File: src/hdl/drt_pkg.sv
// Shared types, codes and rectangle helpers for the dirty rectangle tracker.
package drt_pkg;

    // Item kind codes as they arrive on the input channel.
    localparam logic [1:0] KIND_MARK  = 2'd0;
    localparam logic [1:0] KIND_QUERY = 2'd1;
    localparam logic [1:0] KIND_CLEAR = 2'd2;
    localparam logic [1:0] KIND_FULL  = 2'd3;

    typedef enum logic [1:0] {
        OP_MARK,
        OP_QUERY,
        OP_CLEAR,
        OP_FULL
    } t_op;

    typedef struct packed {
        logic        [1:0]  kind;
        logic signed [15:0] left;
        logic signed [15:0] top;
        logic signed [15:0] right;
        logic signed [15:0] bottom;
    } t_in_item;

    typedef struct packed {
        logic       repaint_needed;
        logic       full_flag;
        logic [4:0] region_count;
    } t_out_item;

    typedef struct packed {
        logic signed [15:0] x0;
        logic signed [15:0] y0;
        logic signed [15:0] x1;
        logic signed [15:0] y1;
    } t_rect;

    localparam int RECT_W = $bits(t_rect);

    // Classified command handed from the front to the engine.
    typedef struct packed {
        t_op   op;
        t_rect rect;
    } t_cmd;

    typedef enum logic [3:0] {
        ST_IDLE,
        ST_DISPATCH,
        ST_Q_CMP,
        ST_M_UNION,
        ST_M_AREA,
        ST_M_TEST,
        ST_APPEND,
        ST_C_START,
        ST_C_LDA,
        ST_C_CMP,
        ST_C_SHR,
        ST_C_SHW,
        ST_C_END,
        ST_DONE
    } t_state;

    // Bounding union of two rectangles.
    function automatic t_rect rect_union(input t_rect a, input t_rect b);
        t_rect u;
        u.x0 = (a.x0 < b.x0) ? a.x0 : b.x0;
        u.y0 = (a.y0 < b.y0) ? a.y0 : b.y0;
        u.x1 = (a.x1 > b.x1) ? a.x1 : b.x1;
        u.y1 = (a.y1 > b.y1) ? a.y1 : b.y1;
        return u;
    endfunction

    // Overlap test where touching edges count as overlap.
    function automatic logic rect_meets(input t_rect a, input t_rect b);
        return !((b.x1 < a.x0) || (b.x0 > a.x1) || (b.y1 < a.y0) || (b.y0 > a.y1));
    endfunction

endpackage

File: src/hdl/dirty_rectangle_tracker.sv
// Top level of the dirty rectangle tracker: input queue plus merge engine.
//
//  channel | direction | handshake                      | payload
//  in      | input     | i_in_valid / o_in_stall        | i_in_data (t_in_item)
//  out     | output    | o_out_valid / i_out_stall      | o_out_data (t_out_item)
//
// Items are worked on one at a time by a state sequencer around one store RAM.
// Clear and full empty the list; a query compares its rectangle with each stored one.
// A mark walks the list testing each stored rectangle for a merge, then each consolidation
// pass compares pairs of stored rectangles and moves entries down the store after a merge.
// Reset empties the list and sets the full-repaint flag; no clearing pass runs.
// A two-entry queue takes items while the engine waits on a stalled result, until it is full.
module dirty_rectangle_tracker
    import drt_pkg::*;
#(
    parameter int MAX_REGIONS = 16
) (
    input  logic      i_clk,
    input  logic      i_rst_n,
    input  logic      i_in_valid,
    input  t_in_item  i_in_data,
    output logic      o_in_stall,
    output logic      o_out_valid,
    output t_out_item o_out_data,
    input  logic      i_out_stall
);

    logic cmd_valid;
    t_cmd cmd;
    logic cmd_pop;

    // Accept and classify.
    drt_front u_front (
        .i_clk       (i_clk),
        .i_rst_n     (i_rst_n),
        .i_in_valid  (i_in_valid),
        .i_in_data   (i_in_data),
        .o_in_stall  (o_in_stall),
        .o_cmd_valid (cmd_valid),
        .o_cmd       (cmd),
        .i_cmd_pop   (cmd_pop)
    );

    // Carry out each command.
    drt_engine #(
        .MAX_REGIONS (MAX_REGIONS)
    ) u_engine (
        .i_clk       (i_clk),
        .i_rst_n     (i_rst_n),
        .i_cmd_valid (cmd_valid),
        .i_cmd       (cmd),
        .o_cmd_pop   (cmd_pop),
        .o_out_valid (o_out_valid),
        .o_out_data  (o_out_data),
        .i_out_stall (i_out_stall)
    );

endmodule

File: src/hdl/drt_ram.sv
// Generic single write port, single read port RAM with registered read data.
module drt_ram #(
    parameter int WIDTH = 64,
    parameter int DEPTH = 17
) (
    input  logic                     i_clk,
    input  logic                     i_we,
    input  logic [$clog2(DEPTH)-1:0] i_waddr,
    input  logic [WIDTH-1:0]         i_wdata,
    input  logic [$clog2(DEPTH)-1:0] i_raddr,
    output logic [WIDTH-1:0]         o_rdata
);

    logic [WIDTH-1:0] r_mem [DEPTH];
    logic [WIDTH-1:0] r_rdata;

    // Write and registered read.
    always_ff @(posedge i_clk) begin
        if (i_we) begin
            r_mem[i_waddr] <= i_wdata;
        end
        r_rdata <= r_mem[i_raddr];
    end

    assign o_rdata = r_rdata;

endmodule

File: src/hdl/drt_front.sv
// Input side: accepts items, classifies them and queues them for the engine.
module drt_front
    import drt_pkg::*;
(
    input  logic     i_clk,
    input  logic     i_rst_n,
    input  logic     i_in_valid,
    input  t_in_item i_in_data,
    output logic     o_in_stall,
    output logic     o_cmd_valid,
    output t_cmd     o_cmd,
    input  logic     i_cmd_pop
);

    t_cmd       r_q [2];
    logic       r_wp, n_wp;
    logic       r_rp, n_rp;
    logic [1:0] r_fill, n_fill;
    t_cmd       w_cmd;
    logic       w_push;

    // Decode the item kind into an engine operation.
    always_comb begin
        w_cmd.rect.x0 = i_in_data.left;
        w_cmd.rect.y0 = i_in_data.top;
        w_cmd.rect.x1 = i_in_data.right;
        w_cmd.rect.y1 = i_in_data.bottom;
        case (i_in_data.kind)
            KIND_MARK:  w_cmd.op = OP_MARK;
            KIND_QUERY: w_cmd.op = OP_QUERY;
            KIND_CLEAR: w_cmd.op = OP_CLEAR;
            KIND_FULL:  w_cmd.op = OP_FULL;
            default:    w_cmd.op = OP_MARK;
        endcase
    end

    assign o_in_stall  = (r_fill == 2'd2);
    assign w_push      = i_in_valid && !o_in_stall;
    assign o_cmd_valid = (r_fill != 2'd0);
    assign o_cmd       = r_q[r_rp];

    // Queue pointers and fill level.
    always_comb begin
        n_wp   = r_wp ^ w_push;
        n_rp   = r_rp ^ i_cmd_pop;
        n_fill = r_fill + {1'b0, w_push} - {1'b0, i_cmd_pop};
    end

    always_ff @(posedge i_clk) begin
        if (!i_rst_n) begin
            r_wp   <= 1'b0;
            r_rp   <= 1'b0;
            r_fill <= 2'd0;
        end else begin
            r_wp   <= n_wp;
            r_rp   <= n_rp;
            r_fill <= n_fill;
        end
    end

    // Queue storage.
    always_ff @(posedge i_clk) begin
        if (w_push) begin
            r_q[r_wp] <= w_cmd;
        end
    end

endmodule

File: src/hdl/drt_engine.sv
// Back end: walks the rectangle list, merges, consolidates and answers queries.
module drt_engine
    import drt_pkg::*;
#(
    parameter int MAX_REGIONS = 16
) (
    input  logic      i_clk,
    input  logic      i_rst_n,
    input  logic      i_cmd_valid,
    input  t_cmd      i_cmd,
    output logic      o_cmd_pop,
    output logic      o_out_valid,
    output t_out_item o_out_data,
    input  logic      i_out_stall
);

    localparam int DEPTH = MAX_REGIONS + 1;
    localparam int AW    = $clog2(DEPTH);
    localparam int CW    = $clog2(MAX_REGIONS + 2);

    t_state              r_state, n_state;
    logic [CW-1:0]       r_cnt, n_cnt;
    logic                r_full, n_full;
    logic [CW-1:0]       r_i, n_i;
    logic [CW-1:0]       r_j, n_j;
    logic [CW-1:0]       r_k, n_k;
    t_op                 r_op, n_op;
    t_rect               r_rect, n_rect;
    t_rect               r_a, n_a;
    t_rect               r_b, n_b;
    t_rect               r_u, n_u;
    logic signed [33:0]  r_ua, n_ua;
    logic signed [33:0]  r_ab, n_ab;
    logic signed [33:0]  r_ar, n_ar;
    logic                r_ans, n_ans;
    logic                r_ovalid, n_ovalid;
    t_out_item           r_out, n_out;

    logic                ram_we;
    logic [CW-1:0]       ram_waddr;
    t_rect               ram_wdata;
    logic [CW-1:0]       ram_raddr;
    logic [RECT_W-1:0]   ram_rdata;
    t_rect               rd_rect;

    t_rect               mul_rect;
    logic signed [16:0]  mul_w, mul_h;
    logic signed [33:0]  mul_p;
    logic signed [34:0]  sum_area;
    logic signed [37:0]  lhs, rhs;
    logic                merge_ok;
    logic                out_free;
    t_rect               c_union;

    drt_ram #(
        .WIDTH (RECT_W),
        .DEPTH (DEPTH)
    ) u_store (
        .i_clk   (i_clk),
        .i_we    (ram_we),
        .i_waddr (ram_waddr[AW-1:0]),
        .i_wdata (ram_wdata),
        .i_raddr (ram_raddr[AW-1:0]),
        .o_rdata (ram_rdata)
    );

    assign rd_rect  = t_rect'(ram_rdata);
    assign out_free = !r_ovalid || !i_out_stall;
    assign c_union  = rect_union(r_a, rd_rect);

    // Shared area multiplier; operands chosen by state.
    always_comb begin
        case (r_state)
            ST_DISPATCH: mul_rect = r_rect;
            ST_M_UNION:  mul_rect = rect_union(rd_rect, r_rect);
            default:     mul_rect = r_b;
        endcase
        mul_w = 17'(mul_rect.x1) - 17'(mul_rect.x0);
        mul_h = 17'(mul_rect.y1) - 17'(mul_rect.y0);
        mul_p = 34'(mul_w) * 34'(mul_h);
    end

    // Merge test: union area * 2 below summed area * 3.
    always_comb begin
        sum_area = 35'(r_ab) + 35'(r_ar);
        lhs      = 38'(r_ua) <<< 1;
        rhs      = (38'(sum_area) <<< 1) + 38'(sum_area);
        merge_ok = (lhs < rhs);
    end

    // Next state.
    always_comb begin
        n_state = r_state;
        case (r_state)
            ST_IDLE: begin
                if (i_cmd_valid) n_state = ST_DISPATCH;
            end
            ST_DISPATCH: begin
                case (r_op)
                    OP_MARK: begin
                        if (r_full)               n_state = ST_DONE;
                        else if (r_cnt == '0)     n_state = ST_APPEND;
                        else                      n_state = ST_M_UNION;
                    end
                    OP_QUERY: begin
                        if (r_full || r_cnt == '0) n_state = ST_DONE;
                        else                       n_state = ST_Q_CMP;
                    end
                    default: n_state = ST_DONE;
                endcase
            end
            ST_Q_CMP: begin
                if (!(r_i + 1'b1 < r_cnt)) n_state = ST_DONE;
            end
            ST_M_UNION: n_state = ST_M_AREA;
            ST_M_AREA:  n_state = ST_M_TEST;
            ST_M_TEST: begin
                if (merge_ok)               n_state = ST_C_START;
                else if (r_i + 1'b1 < r_cnt) n_state = ST_M_UNION;
                else                        n_state = ST_APPEND;
            end
            ST_APPEND:  n_state = ST_C_START;
            ST_C_START: begin
                if (r_cnt <= CW'(1)) n_state = ST_C_END;
                else                 n_state = ST_C_LDA;
            end
            ST_C_LDA: n_state = ST_C_CMP;
            ST_C_CMP: begin
                if (rect_meets(r_a, rd_rect))  n_state = ST_C_SHR;
                else if (r_j + 1'b1 < r_cnt)   n_state = ST_C_CMP;
                else if (r_i + CW'(2) < r_cnt) n_state = ST_C_LDA;
                else                           n_state = ST_C_END;
            end
            ST_C_SHR: begin
                if (r_k + 1'b1 < r_cnt) n_state = ST_C_SHW;
                else                    n_state = ST_C_START;
            end
            ST_C_SHW: n_state = ST_C_SHR;
            ST_C_END: n_state = ST_DONE;
            ST_DONE: begin
                if (out_free) n_state = ST_IDLE;
            end
            default: n_state = ST_IDLE;
        endcase
    end

    // Datapath, memory controls and result.
    always_comb begin
        n_cnt     = r_cnt;
        n_full    = r_full;
        n_i       = r_i;
        n_j       = r_j;
        n_k       = r_k;
        n_op      = r_op;
        n_rect    = r_rect;
        n_a       = r_a;
        n_b       = r_b;
        n_u       = r_u;
        n_ua      = r_ua;
        n_ab      = r_ab;
        n_ar      = r_ar;
        n_ans     = r_ans;
        n_ovalid  = r_ovalid && i_out_stall;
        n_out     = r_out;
        o_cmd_pop = 1'b0;
        ram_we    = 1'b0;
        ram_waddr = r_i;
        ram_wdata = r_u;
        ram_raddr = '0;
        case (r_state)
            ST_IDLE: begin
                if (i_cmd_valid) begin
                    o_cmd_pop = 1'b1;
                    n_op      = i_cmd.op;
                    n_rect    = i_cmd.rect;
                end
            end
            ST_DISPATCH: begin
                n_i   = '0;
                n_ans = 1'b0;
                n_ar  = mul_p;
                case (r_op)
                    OP_QUERY: n_ans = r_full;
                    OP_CLEAR: begin
                        n_full = 1'b0;
                        n_cnt  = '0;
                    end
                    OP_FULL: begin
                        n_full = 1'b1;
                        n_cnt  = '0;
                    end
                    default: ;
                endcase
            end
            ST_Q_CMP: begin
                if (rect_meets(rd_rect, r_rect)) n_ans = 1'b1;
                n_i       = r_i + 1'b1;
                ram_raddr = r_i + 1'b1;
            end
            ST_M_UNION: begin
                n_b  = rd_rect;
                n_u  = rect_union(rd_rect, r_rect);
                n_ua = mul_p;
            end
            ST_M_AREA: n_ab = mul_p;
            ST_M_TEST: begin
                if (merge_ok) begin
                    ram_we = 1'b1;
                end else begin
                    n_i       = r_i + 1'b1;
                    ram_raddr = r_i + 1'b1;
                end
            end
            ST_APPEND: begin
                if (r_cnt <= CW'(MAX_REGIONS)) begin
                    ram_we    = 1'b1;
                    ram_waddr = r_cnt;
                    ram_wdata = r_rect;
                    n_cnt     = r_cnt + 1'b1;
                end
            end
            ST_C_START: n_i = '0;
            ST_C_LDA: begin
                n_a       = rd_rect;
                n_j       = r_i + 1'b1;
                ram_raddr = r_i + 1'b1;
            end
            ST_C_CMP: begin
                if (rect_meets(r_a, rd_rect)) begin
                    n_a       = c_union;
                    ram_we    = 1'b1;
                    ram_wdata = c_union;
                    n_k       = r_j;
                end else if (r_j + 1'b1 < r_cnt) begin
                    n_j       = r_j + 1'b1;
                    ram_raddr = r_j + 1'b1;
                end else begin
                    n_i       = r_i + 1'b1;
                    ram_raddr = r_i + 1'b1;
                end
            end
            ST_C_SHR: begin
                ram_raddr = r_k + 1'b1;
                if (!(r_k + 1'b1 < r_cnt)) n_cnt = r_cnt - 1'b1;
            end
            ST_C_SHW: begin
                ram_we    = 1'b1;
                ram_waddr = r_k;
                ram_wdata = rd_rect;
                n_k       = r_k + 1'b1;
            end
            ST_C_END: begin
                if (r_cnt > CW'(MAX_REGIONS)) begin
                    n_full = 1'b1;
                    n_cnt  = '0;
                end
            end
            ST_DONE: begin
                if (out_free) begin
                    n_ovalid             = 1'b1;
                    n_out.repaint_needed = r_ans;
                    n_out.full_flag      = r_full;
                    n_out.region_count   = 5'(r_cnt);
                end
            end
            default: ;
        endcase
    end

    // Control registers.
    always_ff @(posedge i_clk) begin
        if (!i_rst_n) begin
            r_state  <= ST_IDLE;
            r_cnt    <= '0;
            r_full   <= 1'b1;
            r_ovalid <= 1'b0;
        end else begin
            r_state  <= n_state;
            r_cnt    <= n_cnt;
            r_full   <= n_full;
            r_ovalid <= n_ovalid;
        end
    end

    // Working registers.
    always_ff @(posedge i_clk) begin
        r_i    <= n_i;
        r_j    <= n_j;
        r_k    <= n_k;
        r_op   <= n_op;
        r_rect <= n_rect;
        r_a    <= n_a;
        r_b    <= n_b;
        r_u    <= n_u;
        r_ua   <= n_ua;
        r_ab   <= n_ab;
        r_ar   <= n_ar;
        r_ans  <= n_ans;
        r_out  <= n_out;
    end

    assign o_out_valid = r_ovalid;
    assign o_out_data  = r_out;

`ifndef SYNTH
    // The list never holds more than one entry beyond its limit.
    a_cnt_bound: assert property (@(posedge i_clk) disable iff (!i_rst_n)
        r_cnt <= CW'(MAX_REGIONS + 1))
        else $error("region count beyond limit");

    // A set full-repaint flag always goes with an empty list.
    a_full_empty: assert property (@(posedge i_clk) disable iff (!i_rst_n)
        r_full |-> (r_cnt == '0))
        else $error("full flag with stored regions");

    // The store is written only while an item is being worked on.
    a_idle_nowrite: assert property (@(posedge i_clk) disable iff (!i_rst_n)
        (r_state == ST_IDLE || r_state == ST_DONE) |-> !ram_we)
        else $error("store write outside item processing");

    // A loaded result carries the count the engine finished with.
    a_result_count: assert property (@(posedge i_clk) disable iff (!i_rst_n)
        (r_state == ST_DONE && out_free) |=> (r_out.region_count == 5'($past(r_cnt))))
        else $error("result count mismatch");
`endif

endmodule
File: config.mk
export PLATFORM = sky130hd
export DESIGN_NAME = dirty_rectangle_tracker
export DESIGN_NICKNAME = d
export VERILOG_FILES = /design/src/hdl/drt_pkg.sv /design/src/hdl/dirty_rectangle_tracker.sv /design/src/hdl/drt_ram.sv /design/src/hdl/drt_front.sv /design/src/hdl/drt_engine.sv
export SDC_FILE = /design/constraint.sdc
export NUM_CORES = 2
export LEC_CHECK = 0
export BUFFER_PORTS_ARGS = -buffer_cell sky130_fd_sc_hd__buf_2
export CAP_MARGIN = 20
export CORE_MARGIN = 2
export CORE_UTILIZATION = 50
export CTS_CLUSTER_SIZE = 25
export DETAILED_ROUTE_END_ITERATION = 10
export GPL_ROUTABILITY_DRIVEN = 0
export PLACE_DENSITY = 0.65
export SLEW_MARGIN = 20
export SYNTH_ARGS = -nofsm -noshare
export SYNTH_HDL_FRONTEND = slang
export SYNTH_HIERARCHICAL = 1
export SYNTH_SLANG_ARGS = --single-unit
File: constraint.sdc
create_clock -name i_clk -period 19 [get_ports i_clk]
set_input_delay 2.85 -clock i_clk [delete_from_list [all_inputs] [get_ports i_clk]]
set_output_delay 2.85 -clock i_clk [all_outputs]
set_load 0.02 [all_outputs]
==> impl_metrics.toml <==
[yosys]
ys_warn_count = 6
seq_area_frac_synth_pct = 55.50
ys_types = 95
syn-instance-count = 6369
synth_area_um2 = 89620
syn_avg_cell_area_um2 = 14.07
ys_seq_elements = 1683
ys.flop_type = "edfxtp_1"
synth_edf_count = 1603
synth_fp_nets = 7236
async_flop_share_pct = 0

[clock_tree]
cts_resized = 0
cts_hold_buf = 0
clk_latency_ps = 850
ctsHtreeMaxLevel = 4
clock_sinks = 1683
cts_tree = "yes"
cts_buffers = 169
cts_setup_buffers = 0
clk_pin_slew_worst_paths_ps = 60
root_buffer = "clkbuf_16"
clk_path_buf_depth = 3

[drt]
first_iter_violations = 5532
drc = 0
via_per_inst = 6.100
wire_per_inst_um = 26.50
first_pass_iters = 9
ant_nets = 0
drt_wl_total_um = 239300
vias = 55080

[grt]
grt_antenna_before_repair = 10
grt_use_met1_pct = 35.43
grt_pass1_wl_um = 356100
grt_max_degree = 90
grt_pass1_vias = 54950
busiest_layer = "met2"
gr-usage-met2_pct = 42.68
met3_usage_pct = 4.048
grt-ovfl-total = 0
grt_usage_pct = 26.32

[timing]
fin_tns_setup_ps = 0
fmax_ghz = 0.07212
fin_skew_ps = 48.99
drv_slew = 0
min_period_ps = 13870
worst_hold_slack_ps = 545.0
setup_slack_ps = 5134
rsz0062_at_grt = "no"
post-route-period-util_pct = 72.98
final_hold_viol_count = 0
finalSetupViolCount = 0
max_slew_margin_pct = 25.02
worst_pin_slew_ps = 1125

[place]
dpl_worst_slack_ps = 5343
portBuffers = 78
dp_hpwl_um = 162900

[hold_path]
whs_path_depth = 1
hp-start = "u_front/r_q[1][61]$_DFFE_PP_"
hp-class = "flip-flop to flip-flop"
hold_end = "u_engine/r_rect[61]$_DFFE_PP_"

[final_layout]
mostFrequentLayoutCell = "edfxtp_1"
final_cell_mix = "1603 x edfxtp_1, 624 x inv_1, 495 x ha_1"
utilization_pct = 55.39
area_growth_pct = 10.16
fillCellCount = 14120
nets = 7398
drive_gt1_share_pct = 14.97

[critical_path]
r2r-start = "u_engine/r_state[0]$_SDFFE_PN0P_"
cp_top_family = "adder cells"
endpoint_kind = "flip-flop"
crit_type = "flip-flop to flip-flop"
r2r_cells = 40
worstSetupStartpointType = "flip-flop"
crit_required_ps = 19540
cp_num_buf_inv = 7
arrival_ps = 14400
cpPeakStageDelay_ps = 850
critPathSlowestCell = "dfxtp_1"
path_common_cell = "fa_1"
r2r_slack_ps = 5130
cp_max_fo = 65
crit-reg2reg-capture = "u_engine/r_ua[33]$_DFFE_PN_"

[floorplan]
ios = 79
start_util_pct = 50.28
core-area_um2 = 178200
die_h_um = 427.4
rows = 155
die_w_um = 427.4
die_area_um2 = 182600

[job]
cap_violations = 0

[run_status]
outcome = "complete, no violations"
## cell type report
| type | instances | area (um2) | share of cell area [%] |
|---|---|---|---|
| inverters | 628 | 2367 | 2.398 |
| clock inverters | 89 | 1041 | 1.054 |
| diodes | 1 | 2.502 | 0.002535 |
| clock buffers | 224 | 4579 | 4.639 |
| flip-flops and latches | 1683 | 49740 | 50.39 |
| well taps | 2355 | 2947 | 2.985 |
| multi-input cells | 3803 | 36350 | 36.82 |
| repair buffers | 246 | 1697 | 1.719 |
## state kept, by name (all words and copies together), names as in the netlist, 4 cells and up, named ones only
register,flops
u_engine/o_out_data,7
u_engine/r_a,64
u_engine/r_ab,34
u_engine/r_ar,34
u_engine/r_b,64
u_engine/r_cnt,5
u_engine/r_i,5
u_engine/r_j,5
u_engine/r_k,5
u_engine/r_rect,64
u_engine/r_state,4
u_engine/r_u,64
u_engine/r_ua,34
u_engine/u_store/o_rdata,64
u_engine/u_store/r_mem,1088
u_front/r_q,132
## stage by stage
| stage | area [um2] | cells |
|---|---|---|
| final | 98720 | 9029 |
| after global routing | 98720 | 9028 |
| after CTS | 98580 | 9022 |
| after detailed placement | 92960 | 8709 |
| after global placement | 92910 | 8707 |
| after floorplan | 89620 | 6369 |
## cells in the mapped netlist, types with 70 or more instances
cell,instances,area share [%]
edfxtp_1,1603,54
nand3_1,88,0.49
xnor2_1,103,1.0
a21oi_1,220,1.2
nor2_1,367,1.5
mux4_2,236,5.9
mux2i_1,155,1.7
fa_1,300,6.7
inv_1,625,2.6
o21ai_0,268,1.5
a221oi_2,77,1.3
nand2_1,397,1.7
o22ai_1,70,0.49
nor2b_1,70,0.49
a21o_1,100,0.84
dfxtp_1,80,1.8
clkbuf_1,152,0.64
ha_1,497,6.9
## worst max-delay path by stage
| stage | startpoint | endpoint | slack, ps | depth (start not counted) |
|---|---|---|---|---|
| finish | u_engine/r_state[0]$_SDFFE_PN0P_ | u_engine/r_ua[33]$_DFFE_PN_ | 5130 | 40 |
| global route | u_engine/r_state[0]$_SDFFE_PN0P_ | u_engine/r_ua[33]$_DFFE_PN_ | 4100 | 38 |
| CTS | u_engine/r_state[0]$_SDFFE_PN0P_ | u_engine/r_ua[33]$_DFFE_PN_ | 5300 | 40 |
| detailed placement | u_engine/r_state[0]$_SDFFE_PN0P_ | u_engine/r_ab[33]$_DFFE_PP_ | 5340 | 38 |
| global placement | u_engine/r_state[0]$_SDFFE_PN0P_ | u_engine/r_ab[33]$_DFFE_PP_ | 5540 | 40 |
| floorplan | u_engine/r_state[0]$_SDFFE_PN0P_ | u_engine/r_ab[33]$_DFFE_PP_ | 4970 | 41 |
## cells by family (layout without fill, tap and decap cells)
| family | after synthesis | after routing | synth area share, % |
|---|---|---|---|
| adder cells (fa/ha/maj) | 797 | 797 | 13.64 |
| XOR/XNOR | 149 | 149 | 1.472 |
| multiplexers | 495 | 495 | 9.471 |
| other | 0 | 1 | 0 |
| flip-flops | 1683 | 1683 | 55.50 |
| AO/OA/AOI/OAI | 1167 | 1167 | 9.483 |
| AND/OR/NAND/NOR | 1195 | 1195 | 6.076 |
| buffers and inverters | 883 | 1187 | 4.359 |
## metal layers
metal	wire length (um)	part of all wire, %
met3	17740	7.4
met5	65	0.027
met4	10970	4.6
met1	97360	41
met2	113100	47
Power is not shown: default switching activity piles up to over one toggle a cycle in this logic, so the estimate is an artifact.
